## config.mk

```make
export PLATFORM = sky130hd
export DESIGN_NAME = address_region_table_core
export DESIGN_NICKNAME = d
export VERILOG_FILES = /design/src/rtl/core/art_pkg.sv /design/src/rtl/core/art_dp.sv /design/src/rtl/core/art_ctrl.sv /design/src/rtl/core/address_region_table_core.sv
export SDC_FILE = /design/constraint.sdc
export NUM_CORES = 2
export LEC_CHECK = 0
export CORE_MARGIN = 8
export CORE_UTILIZATION = 58
export DETAILED_ROUTE_END_ITERATION = 10
export DONT_BUFFER_PORTS = 1
export GPL_TIMING_DRIVEN = 0
export HOLD_SLACK_MARGIN = 0.03
export PLACE_DENSITY = 0.86
export SETUP_SLACK_MARGIN = 0.15
export SLEW_MARGIN = 20
export SYNTH_ARGS = -nofsm -noshare
export SYNTH_HDL_FRONTEND = slang
export SYNTH_HIERARCHICAL = 1
export SYNTH_SLANG_ARGS = --single-unit
```

## constraint.sdc

```tcl
create_clock -name i_clk -period 7.1 [get_ports i_clk]
set_input_delay 1.42 -clock i_clk [delete_from_list [all_inputs] [get_ports i_clk]]
set_output_delay 1.42 -clock i_clk [all_outputs]
set_load 0.01 [all_outputs]
```

## src/rtl/core/art_pkg.sv

```systemverilog
// Shared types and constants for the address region table.
// Holds the action codes, the stored entry layout and the controller/datapath interface.
// No dependencies.
package art_pkg;

    localparam int ADDR_W    = 32;
    localparam int KIND_W    = 4;
    localparam int PERM_W    = 8;
    localparam int CNT_OUT_W = 4;

    // Configuration register indexes.
    localparam logic REG_END_LIMIT = 1'b0;
    localparam logic REG_HEAP_KIND = 1'b1;

    localparam logic [ADDR_W-1:0] END_LIMIT_RST = 32'hFFFF_E000;
    localparam logic [KIND_W-1:0] HEAP_KIND_RST = 4'd0;

    typedef enum logic [2:0] {
        ACT_ADD    = 3'd0,
        ACT_FIND   = 3'd1,
        ACT_REMOVE = 3'd2,
        ACT_RESIZE = 3'd3,
        ACT_QUERY  = 3'd4,
        ACT_CLEAR  = 3'd5
    } t_action;

    typedef struct packed {
        logic [ADDR_W-1:0] start_addr;
        logic [ADDR_W-1:0] end_addr;
        logic [KIND_W-1:0] kind;
        logic [PERM_W-1:0] perm;
    } t_entry;

    // Commands from the controller to the datapath.
    typedef struct packed {
        logic cap;        // capture the input item
        logic scan_clr;   // clear all scan results
        logic ovl_clr;    // clear the overlap flag only
        logic scan_rd;    // read one entry for the scan
        logic pass2;      // this scan read checks the resized range
        logic mv;         // move one entry (read now, write next cycle)
        logic wr_new;     // write the added entry
        logic wr_resize;  // write the matched entry with its new end
        logic cnt_inc;
        logic cnt_dec;
        logic cnt_clr;
        logic res_load;   // load the result register
        logic res_ok;
        logic res_report; // result carries the matched entry
    } t_dp_cmd;

    // Status from the datapath to the controller.
    typedef struct packed {
        t_action act;
        logic    hit;
        logic    ovl;
        logic    ins_found;
        logic    add_ok;
        logic    rsz_ok;
    } t_dp_sts;

endpackage

```

## src/rtl/core/art_dp.sv

```systemverilog
// Datapath of the address region table: entry memory, scan compare logic,
// entry count and result register. Depends on art_pkg.
module art_dp #(
    parameter int MAX_REGIONS = 8,
    parameter int PAGE_SHIFT  = 12,
    parameter int IW          = $clog2(MAX_REGIONS),
    parameter int CW          = $clog2(MAX_REGIONS + 1)
) (
    input  logic                            i_clk,
    input  logic                            i_rst_n,
    input  art_pkg::t_dp_cmd                i_cmd,
    input  logic [IW-1:0]                   i_rd_addr,
    input  logic [IW-1:0]                   i_wr_addr,
    input  logic [2:0]                      i_action,
    input  logic [art_pkg::ADDR_W-1:0]      i_range_start,
    input  logic [art_pkg::ADDR_W-1:0]      i_range_end,
    input  logic [art_pkg::KIND_W-1:0]      i_region_kind,
    input  logic [art_pkg::PERM_W-1:0]      i_access_bits,
    input  logic [art_pkg::ADDR_W-1:0]      i_probe_address,
    input  logic [art_pkg::ADDR_W-1:0]      i_resized_end,
    input  logic [art_pkg::ADDR_W-1:0]      i_end_limit,
    input  logic [art_pkg::KIND_W-1:0]      i_heap_kind,
    output art_pkg::t_dp_sts                o_sts,
    output logic [IW-1:0]                   o_hit_idx,
    output logic [IW-1:0]                   o_ins_idx,
    output logic [CW-1:0]                   o_count,
    output logic                            o_status,
    output logic [art_pkg::ADDR_W-1:0]      o_found_start,
    output logic [art_pkg::ADDR_W-1:0]      o_found_end,
    output logic [art_pkg::ADDR_W-1:0]      o_found_size,
    output logic [art_pkg::KIND_W-1:0]      o_found_kind,
    output logic [art_pkg::PERM_W-1:0]      o_found_access,
    output logic [art_pkg::CNT_OUT_W-1:0]   o_entry_count
);

    localparam logic [art_pkg::ADDR_W-1:0] PMASK =
        art_pkg::ADDR_W'((64'd1 << PAGE_SHIFT) - 64'd1);
    localparam logic [CW-1:0] MAX_CNT = CW'(MAX_REGIONS);

    art_pkg::t_entry r_mem [MAX_REGIONS];
    art_pkg::t_entry r_rd_data;

    art_pkg::t_action               r_act;
    logic [art_pkg::ADDR_W-1:0]     r_rs;
    logic [art_pkg::ADDR_W-1:0]     r_re;
    logic [art_pkg::KIND_W-1:0]     r_kind;
    logic [art_pkg::PERM_W-1:0]     r_perm;
    logic [art_pkg::ADDR_W-1:0]     r_probe;
    logic [art_pkg::ADDR_W-1:0]     r_ne;

    logic            r_sv;
    logic            r_sp2;
    logic [IW-1:0]   r_sidx;
    logic            r_mv_we;
    logic [IW-1:0]   r_mv_wa;

    logic            r_hit;
    logic [IW-1:0]   r_hit_idx;
    art_pkg::t_entry r_hit_e;
    logic            r_ovl;
    logic            r_ins_found;
    logic [IW-1:0]   r_ins_idx;
    logic [CW-1:0]   r_count;

    logic                           r_status;
    logic [art_pkg::ADDR_W-1:0]     r_f_start;
    logic [art_pkg::ADDR_W-1:0]     r_f_end;
    logic [art_pkg::ADDR_W-1:0]     r_f_size;
    logic [art_pkg::KIND_W-1:0]     r_f_kind;
    logic [art_pkg::PERM_W-1:0]     r_f_perm;
    logic [art_pkg::CNT_OUT_W-1:0]  r_f_count;

    art_pkg::t_entry scan_e;
    logic            match;
    logic            add_ovl;
    logic            rsz_ovl;
    logic            mem_we;
    logic [IW-1:0]   mem_wa;
    art_pkg::t_entry mem_wd;

    // Scan comparisons on the entry read in the previous cycle.
    always_comb begin
        scan_e  = r_rd_data;
        match   = (r_act == art_pkg::ACT_FIND) ?
                  (r_probe >= scan_e.start_addr && r_probe < scan_e.end_addr) :
                  (scan_e.kind == r_kind);
        add_ovl = !(r_re <= scan_e.start_addr || r_rs >= scan_e.end_addr);
        rsz_ovl = (r_sidx != r_hit_idx) &&
                  !(r_ne <= scan_e.start_addr || r_hit_e.start_addr >= scan_e.end_addr);
    end

    // One write port, shared by entry moves, insertion and resize.
    always_comb begin
        mem_we = 1'b0;
        mem_wa = i_wr_addr;
        mem_wd = r_rd_data;
        if (r_mv_we) begin
            mem_we = 1'b1;
            mem_wa = r_mv_wa;
        end else if (i_cmd.wr_new) begin
            mem_we = 1'b1;
            mem_wd = '{start_addr: r_rs, end_addr: r_re, kind: r_kind, perm: r_perm};
        end else if (i_cmd.wr_resize) begin
            mem_we = 1'b1;
            mem_wd = '{start_addr: r_hit_e.start_addr, end_addr: r_ne,
                       kind: r_hit_e.kind, perm: r_hit_e.perm};
        end
    end

    always_ff @(posedge i_clk) begin
        if (mem_we) begin
            r_mem[mem_wa] <= mem_wd;
        end
        if (i_cmd.scan_rd || i_cmd.mv) begin
            r_rd_data <= r_mem[i_rd_addr];
        end
        r_mv_wa <= i_wr_addr;
        r_sidx  <= i_rd_addr;
        r_sp2   <= i_cmd.pass2;
    end

    always_ff @(posedge i_clk) begin
        if (i_cmd.cap) begin
            r_act   <= art_pkg::t_action'(i_action);
            r_rs    <= i_range_start;
            r_re    <= i_range_end;
            r_kind  <= i_region_kind;
            r_perm  <= i_access_bits;
            r_probe <= i_probe_address;
            r_ne    <= i_resized_end;
        end
    end

    always_ff @(posedge i_clk) begin
        if (!i_rst_n) begin
            r_sv        <= 1'b0;
            r_mv_we     <= 1'b0;
            r_hit       <= 1'b0;
            r_ovl       <= 1'b0;
            r_ins_found <= 1'b0;
            r_count     <= '0;
        end else begin
            r_sv    <= i_cmd.scan_rd;
            r_mv_we <= i_cmd.mv;
            if (i_cmd.scan_clr) begin
                r_hit       <= 1'b0;
                r_ovl       <= 1'b0;
                r_ins_found <= 1'b0;
            end else if (i_cmd.ovl_clr) begin
                r_ovl <= 1'b0;
            end else if (r_sv) begin
                if (!r_sp2) begin
                    if (match && !r_hit) begin
                        r_hit <= 1'b1;
                    end
                    if (add_ovl) begin
                        r_ovl <= 1'b1;
                    end
                    if (r_rs < scan_e.start_addr && !r_ins_found) begin
                        r_ins_found <= 1'b1;
                    end
                end else if (rsz_ovl) begin
                    r_ovl <= 1'b1;
                end
            end
            if (i_cmd.cnt_clr) begin
                r_count <= '0;
            end else if (i_cmd.cnt_inc) begin
                r_count <= r_count + 1'b1;
            end else if (i_cmd.cnt_dec) begin
                r_count <= r_count - 1'b1;
            end
        end
    end

    // Index and copy of the first matching entry and the first later start.
    always_ff @(posedge i_clk) begin
        if (r_sv && !r_sp2) begin
            if (match && !r_hit) begin
                r_hit_idx <= r_sidx;
                r_hit_e   <= scan_e;
            end
            if (r_rs < scan_e.start_addr && !r_ins_found) begin
                r_ins_idx <= r_sidx;
            end
        end
    end

    always_ff @(posedge i_clk) begin
        if (i_cmd.res_load) begin
            r_status  <= !i_cmd.res_ok;
            r_f_count <= art_pkg::CNT_OUT_W'(r_count);
            if (i_cmd.res_report) begin
                r_f_start <= r_hit_e.start_addr;
                r_f_end   <= r_hit_e.end_addr;
                r_f_size  <= r_hit_e.end_addr - r_hit_e.start_addr;
                r_f_kind  <= r_hit_e.kind;
                r_f_perm  <= r_hit_e.perm;
            end else begin
                r_f_start <= '0;
                r_f_end   <= '0;
                r_f_size  <= '0;
                r_f_kind  <= '0;
                r_f_perm  <= '0;
            end
        end
    end

    always_comb begin
        o_sts.act       = r_act;
        o_sts.hit       = r_hit;
        o_sts.ovl       = r_ovl;
        o_sts.ins_found = r_ins_found;
        o_sts.add_ok    = ((r_rs & PMASK) == '0) &&
                          (r_kind == i_heap_kind || (r_re & PMASK) == '0) &&
                          (r_re >= r_rs) && (r_re <= i_end_limit) &&
                          (r_count < MAX_CNT);
        o_sts.rsz_ok    = (r_ne <= i_end_limit) && (r_ne >= r_hit_e.start_addr);
    end

    assign o_hit_idx      = r_hit_idx;
    assign o_ins_idx      = r_ins_idx;
    assign o_count        = r_count;
    assign o_status       = r_status;
    assign o_found_start  = r_f_start;
    assign o_found_end    = r_f_end;
    assign o_found_size   = r_f_size;
    assign o_found_kind   = r_f_kind;
    assign o_found_access = r_f_perm;
    assign o_entry_count  = r_f_count;

    a_one_writer: assert property (@(posedge i_clk) disable iff (!i_rst_n)
        r_mv_we |-> !(i_cmd.wr_new || i_cmd.wr_resize))
        else $error("entry move collides with another memory write");

    a_count_bound: assert property (@(posedge i_clk) disable iff (!i_rst_n)
        r_count <= MAX_CNT)
        else $error("entry count exceeds table depth");

    a_scan_in_table: assert property (@(posedge i_clk) disable iff (!i_rst_n)
        i_cmd.scan_rd |-> (CW'(i_rd_addr) < r_count))
        else $error("scan reads an entry beyond the held count");

endmodule

```

## src/rtl/core/art_ctrl.sv

```systemverilog
// Controller of the address region table: sequences scans, entry shifts and writes
// for one action at a time and owns the result handshake. Depends on art_pkg.
module art_ctrl #(
    parameter int MAX_REGIONS = 8,
    parameter int IW          = $clog2(MAX_REGIONS),
    parameter int CW          = $clog2(MAX_REGIONS + 1)
) (
    input  logic              i_clk,
    input  logic              i_rst_n,
    input  logic              i_s_valid,
    output logic              o_s_ready,
    output logic              o_m_valid,
    input  logic              i_m_ready,
    input  art_pkg::t_dp_sts  i_sts,
    input  logic [IW-1:0]     i_hit_idx,
    input  logic [IW-1:0]     i_ins_idx,
    input  logic [CW-1:0]     i_count,
    output art_pkg::t_dp_cmd  o_cmd,
    output logic [IW-1:0]     o_rd_addr,
    output logic [IW-1:0]     o_wr_addr
);

    typedef enum logic [2:0] {
        S_IDLE,
        S_SCAN,
        S_DECIDE,
        S_SCAN2,
        S_RSZ_WR,
        S_SHIFT,
        S_WRITE,
        S_RESULT
    } t_state;

    t_state        r_state, n_state;
    logic [CW-1:0] r_idx, n_idx;
    logic [CW-1:0] r_ins, n_ins;
    logic          r_ok, n_ok;
    logic          r_report, n_report;
    logic          r_out_valid, n_out_valid;

    logic [CW-1:0] idx_m1;
    logic [CW-1:0] idx_p1;

    always_comb begin
        idx_m1      = r_idx - 1'b1;
        idx_p1      = r_idx + 1'b1;
        n_state     = r_state;
        n_idx       = r_idx;
        n_ins       = r_ins;
        n_ok        = r_ok;
        n_report    = r_report;
        o_cmd       = '0;
        o_rd_addr   = r_idx[IW-1:0];
        o_wr_addr   = r_idx[IW-1:0];

        case (r_state)
            S_IDLE: begin
                if (i_s_valid) begin
                    o_cmd.cap      = 1'b1;
                    o_cmd.scan_clr = 1'b1;
                    n_idx          = '0;
                    n_ok           = 1'b0;
                    n_report       = 1'b0;
                    n_state        = S_SCAN;
                end
            end
            S_SCAN, S_SCAN2: begin
                // The last read is evaluated at the edge that leaves this state.
                if (r_idx < i_count) begin
                    o_cmd.scan_rd = 1'b1;
                    o_cmd.pass2   = (r_state == S_SCAN2);
                    n_idx         = idx_p1;
                end else begin
                    n_state = (r_state == S_SCAN) ? S_DECIDE : S_RSZ_WR;
                end
            end
            S_DECIDE: begin
                n_state = S_RESULT;
                case (i_sts.act)
                    art_pkg::ACT_ADD: begin
                        if (i_sts.add_ok && !i_sts.hit && !i_sts.ovl) begin
                            n_ins   = i_sts.ins_found ? CW'(i_ins_idx) : i_count;
                            n_idx   = i_count;
                            n_state = S_SHIFT;
                        end
                    end
                    art_pkg::ACT_REMOVE: begin
                        if (i_sts.hit) begin
                            n_ok     = 1'b1;
                            n_report = 1'b1;
                            n_idx    = CW'(i_hit_idx);
                            n_state  = S_SHIFT;
                        end
                    end
                    art_pkg::ACT_FIND, art_pkg::ACT_QUERY: begin
                        n_ok     = i_sts.hit;
                        n_report = i_sts.hit;
                    end
                    art_pkg::ACT_RESIZE: begin
                        if (i_sts.hit && i_sts.rsz_ok) begin
                            o_cmd.ovl_clr = 1'b1;
                            n_idx         = '0;
                            n_state       = S_SCAN2;
                        end
                    end
                    art_pkg::ACT_CLEAR: begin
                        o_cmd.cnt_clr = 1'b1;
                        n_ok          = 1'b1;
                    end
                    default: begin
                        n_ok = 1'b0;
                    end
                endcase
            end
            S_RSZ_WR: begin
                if (!i_sts.ovl) begin
                    o_cmd.wr_resize = 1'b1;
                    o_wr_addr       = i_hit_idx;
                    n_ok            = 1'b1;
                end
                n_state = S_RESULT;
            end
            S_SHIFT: begin
                // Each move reads one entry here and writes it one place over in the next cycle.
                if (i_sts.act == art_pkg::ACT_ADD) begin
                    if (r_idx > r_ins) begin
                        o_cmd.mv  = 1'b1;
                        o_rd_addr = idx_m1[IW-1:0];
                        o_wr_addr = r_idx[IW-1:0];
                        n_idx     = idx_m1;
                    end else begin
                        n_state = S_WRITE;
                    end
                end else begin
                    if (idx_p1 < i_count) begin
                        o_cmd.mv  = 1'b1;
                        o_rd_addr = idx_p1[IW-1:0];
                        o_wr_addr = r_idx[IW-1:0];
                        n_idx     = idx_p1;
                    end else begin
                        o_cmd.cnt_dec = 1'b1;
                        n_state       = S_RESULT;
                    end
                end
            end
            S_WRITE: begin
                o_cmd.wr_new  = 1'b1;
                o_wr_addr     = r_ins[IW-1:0];
                o_cmd.cnt_inc = 1'b1;
                n_ok          = 1'b1;
                n_state       = S_RESULT;
            end
            S_RESULT: begin
                if (!r_out_valid || i_m_ready) begin
                    o_cmd.res_load   = 1'b1;
                    o_cmd.res_ok     = r_ok;
                    o_cmd.res_report = r_report;
                    n_state          = S_IDLE;
                end
            end
            default: begin
                n_state = S_IDLE;
            end
        endcase

        if (o_cmd.res_load) begin
            n_out_valid = 1'b1;
        end else if (i_m_ready) begin
            n_out_valid = 1'b0;
        end else begin
            n_out_valid = r_out_valid;
        end
    end

    always_ff @(posedge i_clk) begin
        if (!i_rst_n) begin
            r_state     <= S_IDLE;
            r_idx       <= '0;
            r_ins       <= '0;
            r_ok        <= 1'b0;
            r_report    <= 1'b0;
            r_out_valid <= 1'b0;
        end else begin
            r_state     <= n_state;
            r_idx       <= n_idx;
            r_ins       <= n_ins;
            r_ok        <= n_ok;
            r_report    <= n_report;
            r_out_valid <= n_out_valid;
        end
    end

    assign o_s_ready = (r_state == S_IDLE);
    assign o_m_valid = r_out_valid;

    a_shift_bound: assert property (@(posedge i_clk) disable iff (!i_rst_n)
        (r_state == S_SHIFT && i_sts.act == art_pkg::ACT_ADD) |-> (r_idx >= r_ins))
        else $error("insertion shift passed the insert position");

    a_scan_idx: assert property (@(posedge i_clk) disable iff (!i_rst_n)
        (r_state == S_SCAN || r_state == S_SCAN2) |-> (r_idx <= i_count))
        else $error("scan index ran past the entry count");

endmodule

```

## src/rtl/core/address_region_table_core.sv

```systemverilog
// Address region table: a sorted table of address ranges managed by one action per item.
// Top level: stream ports, configuration registers and the controller/datapath pair.
// Depends on art_pkg, art_ctrl and art_dp.
//
// An item enters on the s_axis channel with its action in tuser and operands in tdata;
// every item gives exactly one result on the m_axis channel. Items are worked one at a
// time: s_axis_tready is high only while no item is in progress.
// Each action scans the held entries through one memory read port, one entry a cycle.
// Find, query, clear and actions rejected after the first scan then go straight to the result.
// An add shifts the entries from its insert position up by one place and then writes the
// new entry; a remove shifts the entries behind the hit down by one place. Each shift
// moves one entry a cycle; a resize that passes its checks scans the entries again first.
// The next item can be accepted in the cycle after the result is loaded.
// A finished result waits in an output register, so the next item is accepted while
// the receiver stalls; a further result waits in the controller until it is taken.
// The configuration port writes end_limit at address 0 and heap_type_code at 4; it
// must be written only while the table is idle. Reset empties the table and sets
// end_limit to 0xFFFFE000 and heap_type_code to 0; entry storage is not cleared.
module address_region_table_core #(
    parameter int MAX_REGIONS = 8,
    parameter int PAGE_SHIFT  = 12
) (
    input  logic          i_clk,
    input  logic          i_rst_n,
    input  logic          s_axis_tvalid,
    output logic          s_axis_tready,
    // range_start[31:0], range_end[63:32], region_kind[67:64], access_bits[75:68],
    // probe_address[107:76], resized_end[139:108], zero fill[143:140]
    input  logic [143:0]  s_axis_tdata,
    // action[2:0]
    input  logic [2:0]    s_axis_tuser,
    output logic          m_axis_tvalid,
    input  logic          m_axis_tready,
    // found_start[31:0], found_end[63:32], found_size[95:64], found_kind[99:96],
    // found_access[107:100], entry_count[111:108]
    output logic [111:0]  m_axis_tdata,
    // status[0]
    output logic [0:0]    m_axis_tuser,
    input  logic          psel,
    input  logic          penable,
    input  logic          pwrite,
    input  logic [2:0]    paddr,
    input  logic [31:0]   pwdata,
    output logic [31:0]   prdata,
    output logic          pready
);

    localparam int IW = (MAX_REGIONS > 1) ? $clog2(MAX_REGIONS) : 1;
    localparam int CW = $clog2(MAX_REGIONS + 1);

    logic [art_pkg::ADDR_W-1:0] r_end_limit;
    logic [art_pkg::KIND_W-1:0] r_heap_kind;
    logic                       reg_idx;

    art_pkg::t_dp_cmd cmd;
    art_pkg::t_dp_sts sts;
    logic [IW-1:0]    rd_addr;
    logic [IW-1:0]    wr_addr;
    logic [IW-1:0]    hit_idx;
    logic [IW-1:0]    ins_idx;
    logic [CW-1:0]    count;

    logic                              res_status;
    logic [art_pkg::ADDR_W-1:0]        res_start;
    logic [art_pkg::ADDR_W-1:0]        res_end;
    logic [art_pkg::ADDR_W-1:0]        res_size;
    logic [art_pkg::KIND_W-1:0]        res_kind;
    logic [art_pkg::PERM_W-1:0]        res_perm;
    logic [art_pkg::CNT_OUT_W-1:0]     res_count;

    // Registers sit on word addresses; the low address bits are ignored.
    assign reg_idx = paddr[2];
    assign pready  = 1'b1;

    always_ff @(posedge i_clk) begin
        if (!i_rst_n) begin
            r_end_limit <= art_pkg::END_LIMIT_RST;
            r_heap_kind <= art_pkg::HEAP_KIND_RST;
        end else if (psel && penable && pwrite) begin
            if (reg_idx == art_pkg::REG_END_LIMIT) begin
                r_end_limit <= pwdata;
            end else begin
                r_heap_kind <= pwdata[art_pkg::KIND_W-1:0];
            end
        end
    end

    always_comb begin
        if (reg_idx == art_pkg::REG_HEAP_KIND) begin
            prdata = {{(32 - art_pkg::KIND_W){1'b0}}, r_heap_kind};
        end else begin
            prdata = r_end_limit;
        end
    end

    art_ctrl #(
        .MAX_REGIONS (MAX_REGIONS),
        .IW          (IW),
        .CW          (CW)
    ) u_ctrl (
        .i_clk     (i_clk),
        .i_rst_n   (i_rst_n),
        .i_s_valid (s_axis_tvalid),
        .o_s_ready (s_axis_tready),
        .o_m_valid (m_axis_tvalid),
        .i_m_ready (m_axis_tready),
        .i_sts     (sts),
        .i_hit_idx (hit_idx),
        .i_ins_idx (ins_idx),
        .i_count   (count),
        .o_cmd     (cmd),
        .o_rd_addr (rd_addr),
        .o_wr_addr (wr_addr)
    );

    art_dp #(
        .MAX_REGIONS (MAX_REGIONS),
        .PAGE_SHIFT  (PAGE_SHIFT),
        .IW          (IW),
        .CW          (CW)
    ) u_dp (
        .i_clk           (i_clk),
        .i_rst_n         (i_rst_n),
        .i_cmd           (cmd),
        .i_rd_addr       (rd_addr),
        .i_wr_addr       (wr_addr),
        .i_action        (s_axis_tuser),
        .i_range_start   (s_axis_tdata[31:0]),
        .i_range_end     (s_axis_tdata[63:32]),
        .i_region_kind   (s_axis_tdata[67:64]),
        .i_access_bits   (s_axis_tdata[75:68]),
        .i_probe_address (s_axis_tdata[107:76]),
        .i_resized_end   (s_axis_tdata[139:108]),
        .i_end_limit     (r_end_limit),
        .i_heap_kind     (r_heap_kind),
        .o_sts           (sts),
        .o_hit_idx       (hit_idx),
        .o_ins_idx       (ins_idx),
        .o_count         (count),
        .o_status        (res_status),
        .o_found_start   (res_start),
        .o_found_end     (res_end),
        .o_found_size    (res_size),
        .o_found_kind    (res_kind),
        .o_found_access  (res_perm),
        .o_entry_count   (res_count)
    );

    assign m_axis_tdata = {res_count, res_perm, res_kind, res_size, res_end, res_start};
    assign m_axis_tuser = res_status;

endmodule
```

==> summary.txt <==
Status
  – Run status: finished, final reports clean

Power
  – PwrDens: 348 nW/um2
  – Final Power: 0.0198 W
  – Max VDD drop: approximately 0.27 mV
  – P_leak: 20.2 nW

Placed design
  – Buffers on Ports: 0
  – GP Congestion: about 0.99
  – HPWL after detailed placement: ~110000 um

Final layout
  – P&R area growth vs syn: 11.6%
  – Nets: roughly 4.2k
  – Commonest cells after routing, fill and taps aside: edfxtp_1 (1022), ha_1 (395), inv_1 (193)
  – Fill count: roughly 5.7k
  – Layout cells sized above 1: between 10% and 20%
  – Sequential cell area: 32000 um2
  – Footprint of the multi-input gates: between 15000 and 20000 um2
  – Layout Utilization: roughly two thirds
  – Commonest non-fill, non-tap cell in the layout: edfxtp_1

Synth
  – Cell Area, Synth: just over 50000 um2
  – Post-synth ARST share: 0%
  – Top cell type's share of synthesized area: around 60%
  – Area leader, netlist: edfxtp_1
  – Mean Syn Cell Area: ~15 um2
  – Synthesized Nets: just over 4k
  – Synth area leaders: edfxtp_1 (60%), ha_1 (9.7%), mux4_2 (6.7%)
  – Register area share after synthesis: around 63%
  – Gate Count Post-Synth: ~3.5k
  – Netlist cell types: 81
  – Top_reg_cell synth: edfxtp_1
  – Ys Warns: 6
  – Post-synth EDFFs: roughly 1.0k
  – FF+latch count, synth: 1088

Floorplanning
  – Die width: ~310 um
  – # IOs: between 300 and 400
  – Die Height: 313 um
  – Core area: just under 90000 um2
  – Die area: 97800 um2
  – Site Rows: roughly 110
  – Initial Utilization: about three fifths

CTS
  – Post-CTS sizing: 0
  – Clk_lat worst skew: a little under 0.7 ns
  – CTS H-Tree Depth: 3
  – TritonCTS Buffers: roughly 100
  – Post-CTS setup buffers: 0
  – Root Driver: clkbuf_16
  – CTS tree: built
  – Reg clk slew, reported paths: around 0.070 ns
  – Hold Buf Count CTS: 0
  – CTS Sinks: about 1.1k
  – Clk buf depth: 3

Worst hold path
  – Hold path depth: 0
  – Hold Crit Class: reg -> reg
  – Hold path endpoint: u_dp/r_hit_e[6]
  – Hold Path Origin: u_dp/r_rd_data[6]

Drt
  – DR iter-0 viols: approximately 4.7k
  – Pre-antenna DRT Iters: 9
  – Routed via count: 33.7k
  – DRC: 0
  – Routed WL: 161000 um
  – Routed len/inst: around 33 um
  – Antenna viol nets, final: 0
  – Vias/cell: 6.91

Timing
  – Tmin final: around 6.2 ns
  – Unrepaired setup endpoints after global routing: no
  – Least-Margin Pin Slew: about 1.2 ns
  – Relative slew slack: around a fifth
  – Setup-failing EPs final: 0
  – Max Freq: around 0.16 GHz
  – Final period utilization: 86.7%
  – Fin. Hold Viols: 0
  – Fin. max-slew vios: 0
  – Final Skew: roughly 0.036 ns

Setup path
  – Worst r2r dst: u_dp/r_rd_data[58]
  – Worst Path Required: 7.51 ns
  – Worst r2r src: u_ctrl/r_idx[0]
  – CP Data Arrival Time: roughly 6.6 ns
  – Reg2reg setup slack: ~0.94 ns
  – Worst setup SP type: flip-flop
  – CP endpoint kind: flip-flop
  – Worst R2R Path Depth: 12
  – CP max FO: 10
  – Setup CP Type: reg -> reg

Global routing
  – Total global routing overflow: 0
  – Antenna violations before repair: 32
  – Vias in the first global route: 33.9k
  – Largest net degree at the start of global routing: 74
  – First-pass GRT wire length: 228000 um
  – Global Route Usage Sum: a little under a third

Flow run
  – Max capacitance violation total: 0
-- critical path, stage by stage, from the launching register on --
cell      delay [ns]
dfxtp_1         0.52
inv_1           0.24
ha_1            0.51
ha_1            0.29
o211ai_1        0.15
o21ai_1         0.15
nand2b_1        0.23
a21oi_1         0.64
o221a_2         0.35
xor2_2          0.76
clkbuf_1        0.89
clkbuf_1        0.67
mux2_2          0.45
-- layer usage --
metal  vias up  track usage, %  routed length (um)
met5         -               0                 199
met4        30            20.5               12000
li1      13700               -                   -
met3       647            11.1               23600
met2      2900            48.6               71600
met1     16400            38.3               53400
-- cell families (layout without fill, tap and decap cells) --
kind of cell / Yosys count / count (layout) / synth area share (%)
simple gates: 715 / 715 / 7.40
mux: 273 / 273 / 9.27
fa+ha+maj: 397 / 397 / 9.75
xor+xnor: 42 / 42 / 0.720
other cells: 1 / 20 / 0.00734
flops: 1088 / 1088 / 62.7
buf+inv: 320 / 554 / 2.52
compound gates: 615 / 615 / 7.66
-- synth_stat cells, types with 22 or more instances --
| cell | instances |
|---|---|
| nand3_1 | 31 |
| clkbuf_1 | 88 |
| ha_1 | 395 |
| o21ai_0 | 169 |
| mux4_2 | 152 |
| a21oi_1 | 139 |
| mux2i_1 | 40 |
| a22oi_1 | 77 |
| xor2_1 | 22 |
| inv_1 | 193 |
| dfxtp_1 | 66 |
| nand4_1 | 68 |
| nor2_1 | 97 |
| a211oi_1 | 26 |
| edfxtp_1 | 1022 |
| o211ai_1 | 22 |
| nor3_1 | 34 |
| mux2_2 | 81 |
| nand2_1 | 189 |
| a21o_1 | 59 |
| and2_1 | 109 |
| nor2b_1 | 90 |
-- power by group --
| group | switching (W) | internal [W] | leakage [nW] | total [W] |
|---|---|---|---|---|
| Sequential | 0.000689 | 0.00834 | 9.62 | 0.00903 |
| Clock | 0.00248 | 0.00309 | 1.66 | 0.00557 |
| Combinational | 0.00329 | 0.00196 | 8.91 | 0.00525 |
| Total | 0.00646 | 0.0134 | 20.2 | 0.0198 |
-- registers in the layout, indices dropped and copies added (netlist names), 8 cells and up --
register and cells:
u_dp/r_rd_data 76, u_dp/r_ne 32, u_dp/o_found_size 32, u_dp/r_mem 608, u_dp/r_hit_e 76, u_dp/o_found_start 32
u_dp/r_probe 32, r_end_limit 32, u_dp/r_perm 8, u_dp/o_found_access 8, u_dp/r_re 32, u_dp/r_rs 32
u_dp/o_found_end 32
-- worst max path at each step --
stage | from | end | depth (start not counted)
after CTS | u_ctrl/r_idx[0] | u_dp/r_rd_data[72] | 13
after global routing | u_ctrl/r_idx[0] | u_dp/r_rd_data[13] | 13
after detailed placement | u_ctrl/r_idx[0] | u_dp/r_rd_data[72] | 13
after global placement | u_ctrl/r_state[2] | u_dp/r_mem[3][7] | 10
final | u_ctrl/r_idx[0] | u_dp/r_rd_data[58] | 12
after floorplan | u_ctrl/r_state[2] | u_dp/r_mem[5][0] | 10
-- through the flow --
step,setup slack [ns],setup TNS [ns],cell area (um2),hold slack [ns],std cells
floorplan,1.37,0,51100,0.426,3451
global route,0.990,0,57000,0.457,4853
finish,0.941,0,57000,0.445,4869
global placement,-3.51,-1978.40,52500,0.429,4616
CTS,1.22,0,56900,0.449,4850
detailed placement,1.25,0,53600,0.433,4659
-- area by class of cell --
| cell class | count | share of cell area (%) |
|---|---|---|
| inverter | 193 | 1.27 |
| clock inverter | 71 | 1.20 |
| sequential | 1088 | 56.2 |
| clock buffer | 120 | 4.74 |
| timing repair buffer | 43 | 1.59 |
| multi-input combinational | 2043 | 31.4 |
| antenna | 19 | 0.0834 |
| tap | 1165 | 2.56 |
| buffer | 127 | 1.02 |
Note: power is estimated with default switching activity, not from simulation.
